File: src/rtl/jawl_pkg.sv
// package for the joint angle wrap-to-limits block
// holds angle types, the joint limit table and fixed-point constants; no dependencies

package jawl_pkg;

	localparam int ANGLE_W       = 24;
	localparam int IDX_W         = 3;
	localparam int NUM_JOINTS    = 7;
	localparam int LIMIT_ENTRIES = 7;
	// two pi in Q7.16
	localparam int TWO_PI_Q      = 411775;

	typedef logic signed [ANGLE_W-1:0] angle_t;
	typedef logic [IDX_W-1:0]          joint_idx_t;

	function automatic angle_t lim_lo(input joint_idx_t j);
		angle_t r;
		unique case (j)
			3'd0:    r = -24'sd686291;
			3'd1:    r = 24'sd52616;
			3'd2:    r = -24'sd686291;
			3'd3:    r = 24'sd34315;
			3'd4:    r = -24'sd686291;
			3'd5:    r = 24'sd74348;
			3'd6:    r = -24'sd686291;
			default: r = '0;
		endcase
		return r;
	endfunction

	function automatic angle_t lim_hi(input joint_idx_t j);
		angle_t r;
		unique case (j)
			3'd0:    r = 24'sd686291;
			3'd1:    r = 24'sd356872;
			3'd2:    r = 24'sd686291;
			3'd3:    r = 24'sd377460;
			3'd4:    r = 24'sd686291;
			3'd5:    r = 24'sd336283;
			3'd6:    r = 24'sd686291;
			default: r = '0;
		endcase
		return r;
	endfunction

	// joint has a limit entry and belongs to the vector
	function automatic logic joint_known(input joint_idx_t j);
		return (int'(j) < LIMIT_ENTRIES) && (int'(j) < NUM_JOINTS);
	endfunction

endpackage

File: src/rtl/jawl_joint_if.sv
// input channel: one joint beat with index, solved and reference angle
// depends on jawl_pkg

interface jawl_joint_if;
	logic                 valid;
	logic                 ready;
	jawl_pkg::joint_idx_t joint_index;
	jawl_pkg::angle_t     solved_angle;
	jawl_pkg::angle_t     reference_angle;

	modport source (output valid, output joint_index, output solved_angle,
		output reference_angle, input ready);
	modport sink (input valid, input joint_index, input solved_angle,
		input reference_angle, output ready);
endinterface

File: src/rtl/jawl_result_if.sv
// output channel: adjusted angle with found, vector and last-joint flags
// depends on jawl_pkg

interface jawl_result_if;
	logic             valid;
	logic             ready;
	jawl_pkg::angle_t adjusted_angle;
	logic             found;
	logic             vector_ok;
	logic             last_joint;

	modport source (output valid, output adjusted_angle, output found,
		output vector_ok, output last_joint, input ready);
	modport sink (input valid, input adjusted_angle, input found,
		input vector_ok, input last_joint, output ready);
endinterface

File: src/rtl/joint_angle_wrap_to_limits_core.sv
// joint angle wrap-to-limits core: three register stages, one beat per cycle unless stalled
// depends on jawl_pkg, jawl_joint_if, jawl_result_if
//
// Usage:
//   joint carries one joint per beat: index, solved angle and reference angle,
//   signed Q7.16 radians. The core tries angle + k*2pi for k in
//   -WRAP_TURNS..WRAP_TURNS, keeps those inside the joint's limit pair and
//   returns the one nearest the reference (lowest k on a tie), or the solved
//   angle with found low when none fits.
//   result carries the adjusted angle, found, vector_ok (every joint since the
//   last joint 0 was found, this one included) and last_joint.
//   Path: a beat taken from joint passes the input register, the candidate
//   register and the result register before it shows on result.
//   Throughput: one beat per cycle unless result stalls; every candidate lane
//   has its own adder and limit compare, and the nearest-candidate pick is one pass over the lanes.
//   Stall: when result is not taken the stages fill and joint.ready drops
//   once all three hold a beat; nothing is dropped or repeated.
//   Reset: all stages empty, vector flag set.

module joint_angle_wrap_to_limits_core #(
	parameter int WRAP_TURNS = 3
) (
	input  logic               clk,
	input  logic               arst_n,
	jawl_joint_if.sink         joint,
	jawl_result_if.source      result
);

	localparam int NC     = 2 * WRAP_TURNS + 1;
	localparam int CAND_W = $clog2(2 ** (jawl_pkg::ANGLE_W - 1)
		+ WRAP_TURNS * jawl_pkg::TWO_PI_Q) + 1;
	localparam int DIFF_W = CAND_W + 1;
	localparam int ERR_W  = CAND_W;

	// stage 1: input register
	logic                 v_s1;
	jawl_pkg::joint_idx_t idx_s1;
	jawl_pkg::angle_t     angle_s1;
	jawl_pkg::angle_t     ref_s1;

	// stage 2: candidates
	logic                       v_s2;
	jawl_pkg::joint_idx_t       idx_s2;
	jawl_pkg::angle_t           angle_s2;
	logic signed [CAND_W-1:0]   cand_s2 [NC];
	logic [ERR_W-1:0]           err_s2 [NC];
	logic [NC-1:0]              hit_s2;

	// result register
	logic             out_valid_q;
	jawl_pkg::angle_t out_angle_q;
	logic             out_found_q;
	logic             out_vec_q;
	logic             out_last_q;
	logic             all_found_q;

	logic adv_o, adv_s2, adv_s1;

	assign adv_o  = !out_valid_q || result.ready;
	assign adv_s2 = !v_s2 || adv_o;
	assign adv_s1 = !v_s1 || adv_s2;
	assign joint.ready = adv_s1;

	always_ff @(posedge clk or negedge arst_n) begin
		if (!arst_n) begin
			v_s1 <= 1'b0;
		end else if (adv_s1) begin
			v_s1 <= joint.valid;
		end
	end

	always_ff @(posedge clk) begin
		if (adv_s1 && joint.valid) begin
			idx_s1   <= joint.joint_index;
			angle_s1 <= joint.solved_angle;
			ref_s1   <= joint.reference_angle;
		end
	end

	// per-lane candidate, limit check and distance
	logic signed [CAND_W-1:0] lo_c, hi_c;
	logic                     known_c;
	logic signed [CAND_W-1:0] cand_c [NC];
	logic [ERR_W-1:0]         err_c [NC];
	logic [NC-1:0]            hit_c;

	assign lo_c    = CAND_W'(jawl_pkg::lim_lo(idx_s1));
	assign hi_c    = CAND_W'(jawl_pkg::lim_hi(idx_s1));
	assign known_c = jawl_pkg::joint_known(idx_s1);

	for (genvar l = 0; l < NC; l++) begin : g_lane
		localparam logic signed [CAND_W-1:0] OFF =
			CAND_W'((l - WRAP_TURNS) * jawl_pkg::TWO_PI_Q);
		logic signed [DIFF_W-1:0] diff;

		assign cand_c[l] = CAND_W'(angle_s1) + OFF;
		assign hit_c[l]  = known_c && (cand_c[l] >= lo_c) && (cand_c[l] <= hi_c);
		assign diff      = DIFF_W'(cand_c[l]) - DIFF_W'(ref_s1);
		assign err_c[l]  = diff[DIFF_W-1] ? ERR_W'(-diff) : ERR_W'(diff);
	end

	always_ff @(posedge clk or negedge arst_n) begin
		if (!arst_n) begin
			v_s2 <= 1'b0;
		end else if (adv_s2) begin
			v_s2 <= v_s1;
		end
	end

	always_ff @(posedge clk) begin
		if (adv_s2 && v_s1) begin
			idx_s2   <= idx_s1;
			angle_s2 <= angle_s1;
			cand_s2  <= cand_c;
			err_s2   <= err_c;
			hit_s2   <= hit_c;
		end
	end

	// nearest candidate, strict compare keeps the lowest k on a tie
	logic                     sel_found;
	logic [ERR_W-1:0]         sel_err;
	logic signed [CAND_W-1:0] sel_cand;
	jawl_pkg::angle_t         adj_c;
	logic                     first_c, last_c, vec_c;

	always_comb begin
		sel_found = 1'b0;
		sel_err   = '0;
		sel_cand  = '0;
		for (int l = 0; l < NC; l++) begin
			if (hit_s2[l] && (!sel_found || err_s2[l] < sel_err)) begin
				sel_found = 1'b1;
				sel_err   = err_s2[l];
				sel_cand  = cand_s2[l];
			end
		end
	end

	assign adj_c   = sel_found ? sel_cand[jawl_pkg::ANGLE_W-1:0] : angle_s2;
	assign first_c = (idx_s2 == '0);
	assign last_c  = (int'(idx_s2) == jawl_pkg::NUM_JOINTS - 1);
	assign vec_c   = (first_c || all_found_q) && sel_found;

	always_ff @(posedge clk or negedge arst_n) begin
		if (!arst_n) begin
			out_valid_q <= 1'b0;
			all_found_q <= 1'b1;
		end else if (adv_o) begin
			out_valid_q <= v_s2;
			if (v_s2) begin
				all_found_q <= vec_c;
			end
		end
	end

	always_ff @(posedge clk) begin
		if (adv_o && v_s2) begin
			out_angle_q <= adj_c;
			out_found_q <= sel_found;
			out_vec_q   <= vec_c;
			out_last_q  <= last_c;
		end
	end

	assign result.valid          = out_valid_q;
	assign result.adjusted_angle = out_angle_q;
	assign result.found          = out_found_q;
	assign result.vector_ok      = out_vec_q;
	assign result.last_joint     = out_last_q;

	// a joint that was not found can never leave the vector flag set
	a_vec_needs_found: assert property (@(posedge clk) disable iff (!arst_n)
		(result.valid && !result.found) |-> !result.vector_ok)
		else $error("vector_ok set on a joint that was not found");

	// the vector flag only recovers on a joint 0 beat
	a_vec_restart: assert property (@(posedge clk) disable iff (!arst_n)
		$rose(all_found_q) |-> $past(adv_o && v_s2 && first_c))
		else $error("vector flag set again without a joint 0");

	// a stalled input stage keeps its beat
	a_s1_hold: assert property (@(posedge clk) disable iff (!arst_n)
		(v_s1 && !adv_s2) |=> (v_s1 && $stable(angle_s1) && $stable(idx_s1)))
		else $error("input stage lost its beat under stall");

	// a stalled candidate stage keeps its beat
	a_s2_hold: assert property (@(posedge clk) disable iff (!arst_n)
		(v_s2 && !adv_o) |=> (v_s2 && $stable(hit_s2) && $stable(angle_s2)))
		else $error("candidate stage lost its beat under stall");

endmodule
File: src/flat_wrapper.sv
// flat-port wrapper written by rule: the top's interface ports become plain ports
module joint_angle_wrap_to_limits_core_flat 
#(
	parameter int WRAP_TURNS = 3
)
  (clk, arst_n, joint_valid, joint_joint_index, joint_solved_angle, joint_reference_angle, joint_ready, result_valid, result_adjusted_angle, result_found, result_vector_ok, result_last_joint, result_ready);
  jawl_joint_if joint_i ();
  jawl_result_if result_i ();
  input  logic clk;
  input  logic arst_n;
  input wire logic [$bits(joint_i.valid)-1:0] joint_valid;
  input wire logic [$bits(joint_i.joint_index)-1:0] joint_joint_index;
  input wire logic [$bits(joint_i.solved_angle)-1:0] joint_solved_angle;
  input wire logic [$bits(joint_i.reference_angle)-1:0] joint_reference_angle;
  output wire logic [$bits(joint_i.ready)-1:0] joint_ready;
  output wire logic [$bits(result_i.valid)-1:0] result_valid;
  output wire logic [$bits(result_i.adjusted_angle)-1:0] result_adjusted_angle;
  output wire logic [$bits(result_i.found)-1:0] result_found;
  output wire logic [$bits(result_i.vector_ok)-1:0] result_vector_ok;
  output wire logic [$bits(result_i.last_joint)-1:0] result_last_joint;
  input wire logic [$bits(result_i.ready)-1:0] result_ready;
  assign joint_i.valid = joint_valid;
  assign joint_i.joint_index = joint_joint_index;
  assign joint_i.solved_angle = joint_solved_angle;
  assign joint_i.reference_angle = joint_reference_angle;
  assign joint_ready = joint_i.ready;
  assign result_valid = result_i.valid;
  assign result_adjusted_angle = result_i.adjusted_angle;
  assign result_found = result_i.found;
  assign result_vector_ok = result_i.vector_ok;
  assign result_last_joint = result_i.last_joint;
  assign result_i.ready = result_ready;
  joint_angle_wrap_to_limits_core #(.WRAP_TURNS(WRAP_TURNS)) u_core (.clk(clk), .arst_n(arst_n), .joint(joint_i), .result(result_i));
endmodule
File: config.mk
export PLATFORM = sky130hd
export DESIGN_NAME = joint_angle_wrap_to_limits_core_flat
export DESIGN_NICKNAME = d
export VERILOG_FILES = /design/src/rtl/jawl_pkg.sv /design/src/rtl/jawl_joint_if.sv /design/src/rtl/jawl_result_if.sv /design/src/rtl/joint_angle_wrap_to_limits_core.sv /design/src/flat_wrapper.sv
export SDC_FILE = /design/constraint.sdc
export NUM_CORES = 2
export LEC_CHECK = 0
export BUFFER_PORTS_ARGS = -buffer_cell sky130_fd_sc_hd__buf_2
export CORE_AREA = 3 3 295 224
export DETAILED_ROUTE_END_ITERATION = 12
export DIE_AREA = 0 0 298 227
export HOLD_SLACK_MARGIN = 0.06
export PLACE_DENSITY = 0.82
export SLEW_MARGIN = 20
export SYNTH_ARGS = -nofsm -noshare
export SYNTH_HDL_FRONTEND = slang
export SYNTH_SLANG_ARGS = --single-unit
File: constraint.sdc
create_clock -name clk -period 20.2 [get_ports clk]
set_input_delay 6.06 -clock clk [delete_from_list [all_inputs] [get_ports clk]]
set_output_delay 6.06 -clock clk [all_outputs]
set_load 0.01 [all_outputs]
==> results.cfg <==
[synth]
ys_seq_elements = 422
syn_avg_cell_area_um2 = 9.22
synth_cell_type_count = 106
synth_area_leader_cell = sky130_fd_sc_hd__edfxtp_1
yosys.area.top_type_share = 0.306
synthesis.instances = 4452
synth_warnings = 0
number_of_synthesized_flops_with_an_enable_pin = 418
synth.yosys.seq_area_share = 0.308
ys_dominant_reg_cell = sky130_fd_sc_hd__edfxtp_1
yosys-top-cells-area = sky130_fd_sc_hd__edfxtp_1 31%, sky130_fd_sc_hd__ha_1 18%, sky130_fd_sc_hd__xnor2_1 5.1%
mappedNetlistNets = 5097
async_reset_ff_frac = 0.00948
synth.cell_area_um2 = 41000

[setup_path]
critical_path.startpoint = u_core.hit_s2[0]
worstSetupPathType = register to register
slowest_delay_ns = 0.98
regToRegStartpoint = u_core.hit_s2[0]
worstPathMaxFanout = 63
reg2reg_setup_slack_ns = 2.78
crit_path_end_kind = register
worst_path_most_repeated_cell = sky130_fd_sc_hd__a21o_1
critical_path.endpoint = u_core.result.adjusted_angle[7]
worst-r2r-cell-count = 60
r2r-end = u_core.result.adjusted_angle[7]
timing.critical_path.slowest_stage_cell = sky130_fd_sc_hd__edfxtp_1
cp.arrival_ns = 17.75
worst-endpoint-required_ns = 20.52
cp-start-kind = register

[run_status]
outcome = finished, final reports clean

[timing]
worst_hold_slack_ns = 0.501
tightestPinTransition_ns = 1.25
setup_viol_count_final = 0
finalCriticalPeriod_ns = 17.42
final.setup_skew_ns = 0.0414
setup-tns-final_ns = 0
drv_slew = 0
fmax_ghz = 0.0574
setup_slack_ns = 2.78
finalHoldViolCount = 0
grt_setup_unrepaired = no
period_share = 0.863
maxSlewHeadroom = 0.161

[power]
power.density_cell_area_nw_per_um2 = 115
ir_drop_worst_case_vdd_uv = 91.9
leakagePower_nw = 18.4

[clocking]
sink_count_of_the_clock_tree = 422
clock_latency_at_the_later_pin_of_the_worst_skew_pair_ns = 0.62
tritoncts = yes
clock-root-buffer = sky130_fd_sc_hd__clkbuf_16
tritoncts_buffer_count = 47
holdBufCountCts = 0
cts.repair_timing.setup_buffer_count = 0
longest_clk_path_bufs = 3
post_cts_resized = 0
clk_pin_slew_worst_paths_ns = 0.06
clock_tree.htree_level_count = 2

[finish]
fill_cells = 5073
layout-drive-gt1-share = 0.0718
final_nets = 5174
multiInputGateArea_um2 = 27200
area_grow_syn2layout_pct = 8.11
regArea_um2 = 12700
final_core_utilization = 0.699

[placed_design]
io_buffers = 83
gp_congestion = 1.05
dp_slack_ns = 2.25
placed_wire_length_estimate_mm = 116

[detailed_routing]
postRouteWirelength_mm = 150
dr_total_vias = 37800
detail_route.iter0.violations = 6175
post_dr_vias_cell = 6.95
drt-wirelength-per-cell_um = 27.6
first_pass_iters = 6
final_routed_drc_violation_total = 0
ant_nets = 0

[global_route]
grt_start_max_net_pins = 97
grt_util_all_layers = 0.430
first_global_vias = 33900
grt_first_pass_wirelength_mm = 217
grt_overflow_total = 0
grt_antenna_before_repair = 4

[die]
io_pins = 84
floorplan.die.width_um = 298
start_util = 0.647
die-area_um2 = 67600
core.rowCount = 80
floorplan.die.height_um = 227
area_of_the_core_um2 = 63500

[flow_run]
max_capacitance_violation_total = 0

[min_path]
min-delay-path-class = register to register
worst_hold_path_stage_count = 1
metrics by stage:
step | power (mW) | std cells | area (um2)
6_report | 5.12 | 5431 | 44400
5_1_grt | 5.38 | 5428 | 44400
4_1_cts | 4.99 | 5425 | 44300
3_5_place_dp | 4.06 | 5338 | 42700
3_3_place_gp | 3.99 | 5338 | 42700
2_1_floorplan | 3.21 | 4452 | 41000
critical path: cells and delay by family, from the launching register on:
family                   cells  cell delay, ns
adder cells (fa/ha/maj)      6            1.89
multiplexers                 3            0.80
flip-flops                   1            0.98
AO/OA/AOI/OAI               31            8.01
AND/OR/NAND/NOR             13            2.96
buffers and inverters        7            2.34
flip-flops by register name (all words and copies together) (netlist names):
register                      flops
u_core.all_found_q                1
u_core.angle_s1                  24
u_core.angle_s2                  23
u_core.cand_s2                  137
u_core.err_s2                   170
u_core.hit_s2                     7
u_core.idx_s1                     3
u_core.idx_s2                     3
u_core.ref_s1                    24
u_core.result.adjusted_angle     24
u_core.result.found               1
u_core.result.last_joint          1
u_core.result.valid               1
u_core.result.vector_ok           1
u_core.v_s1                       1
u_core.v_s2                       1
cells by family (layout without fill, tap and decap cells):
kind of cell,count (synthesis),in the layout,synth area share
xor+xnor,373,373,0.0798
simple gates,1331,1331,0.163
compound gates,1280,1280,0.208
other cells,0,3,0
mux,113,113,0.0277
fa+ha+maj,590,590,0.181
buf+inv,343,458,0.0320
flops,422,422,0.308
metal layers:
metal | part of all wire | wire length [um] | GRT usage | vias to the layer above
met5 | 0.00095 | 142 | 0.0116 | -
li1 | - | - | - | 17100
met4 | 0.048 | 7220 | 0.179 | 4
met1 | 0.40 | 60300 | 0.625 | 17500
met3 | 0.17 | 25800 | 0.144 | 416
met2 | 0.38 | 56700 | 0.580 | 2769
layout by cell type, fill, tap and decap left out, types with 105 or more instances in the layout:
| master | netlist | layout |
|---|---|---|
| sky130_fd_sc_hd__inv_1 | 199 | 199 |
| sky130_fd_sc_hd__o21a_1 | 116 | 115 |
| sky130_fd_sc_hd__nand2_1 | 274 | 274 |
| sky130_fd_sc_hd__nor2_1 | 376 | 375 |
| sky130_fd_sc_hd__edfxtp_1 | 418 | 418 |
| sky130_fd_sc_hd__o21ai_0 | 233 | 233 |
| sky130_fd_sc_hd__xnor2_1 | 241 | 241 |
| sky130_fd_sc_hd__ha_1 | 586 | 586 |
| sky130_fd_sc_hd__a21o_1 | 117 | 117 |
| sky130_fd_sc_hd__a21oi_1 | 302 | 302 |
| sky130_fd_sc_hd__mux2i_1 | 108 | 108 |
| sky130_fd_sc_hd__nor3_1 | 106 | 105 |
| sky130_fd_sc_hd__xor2_1 | 131 | 131 |
synth_stat cells (all sizes together), types with 107 or more instances:
library cell and instances:
ha 586, nor2 376, edfxtp 418, mux2i 108, inv 200, xor2 132
nor3 107, o21a 116, xnor2 241, a21oi 303, a21o 118, nand2 274
o21ai 240
worst min path at each step:
stage,startpoint,end
2_1_floorplan,u_core.v_s1,u_core.v_s2
3_5_place_dp,u_core.v_s1,u_core.v_s2
6_report,u_core.v_s1,u_core.v_s2
5_1_grt,u_core.v_s1,u_core.v_s2
4_1_cts,u_core.v_s1,u_core.v_s2
3_3_place_gp,u_core.v_s1,u_core.v_s2
power breakdown:
| part | internal (mW) | total, mW | switching [mW] |
|---|---|---|---|
| clock network | 0.529 | 0.927 | 0.398 |
| registers | 1.24 | 1.37 | 0.124 |
| logic | 1.03 | 2.82 | 1.79 |
area by class of cell:
| type | count | share of cell area |
|---|---|---|
| Antenna cell | 3 | 0.000169 |
| Clock buffer | 54 | 0.0276 |
| Clock inverter | 33 | 0.00868 |
| Inverter | 204 | 0.0173 |
| Multi-Input combinational cell | 3687 | 0.612 |
| Sequential cell | 422 | 0.285 |
| Tap cell | 861 | 0.0243 |
| Timing Repair Buffer | 167 | 0.0246 |
Note: power is estimated with default switching activity, not from simulation.
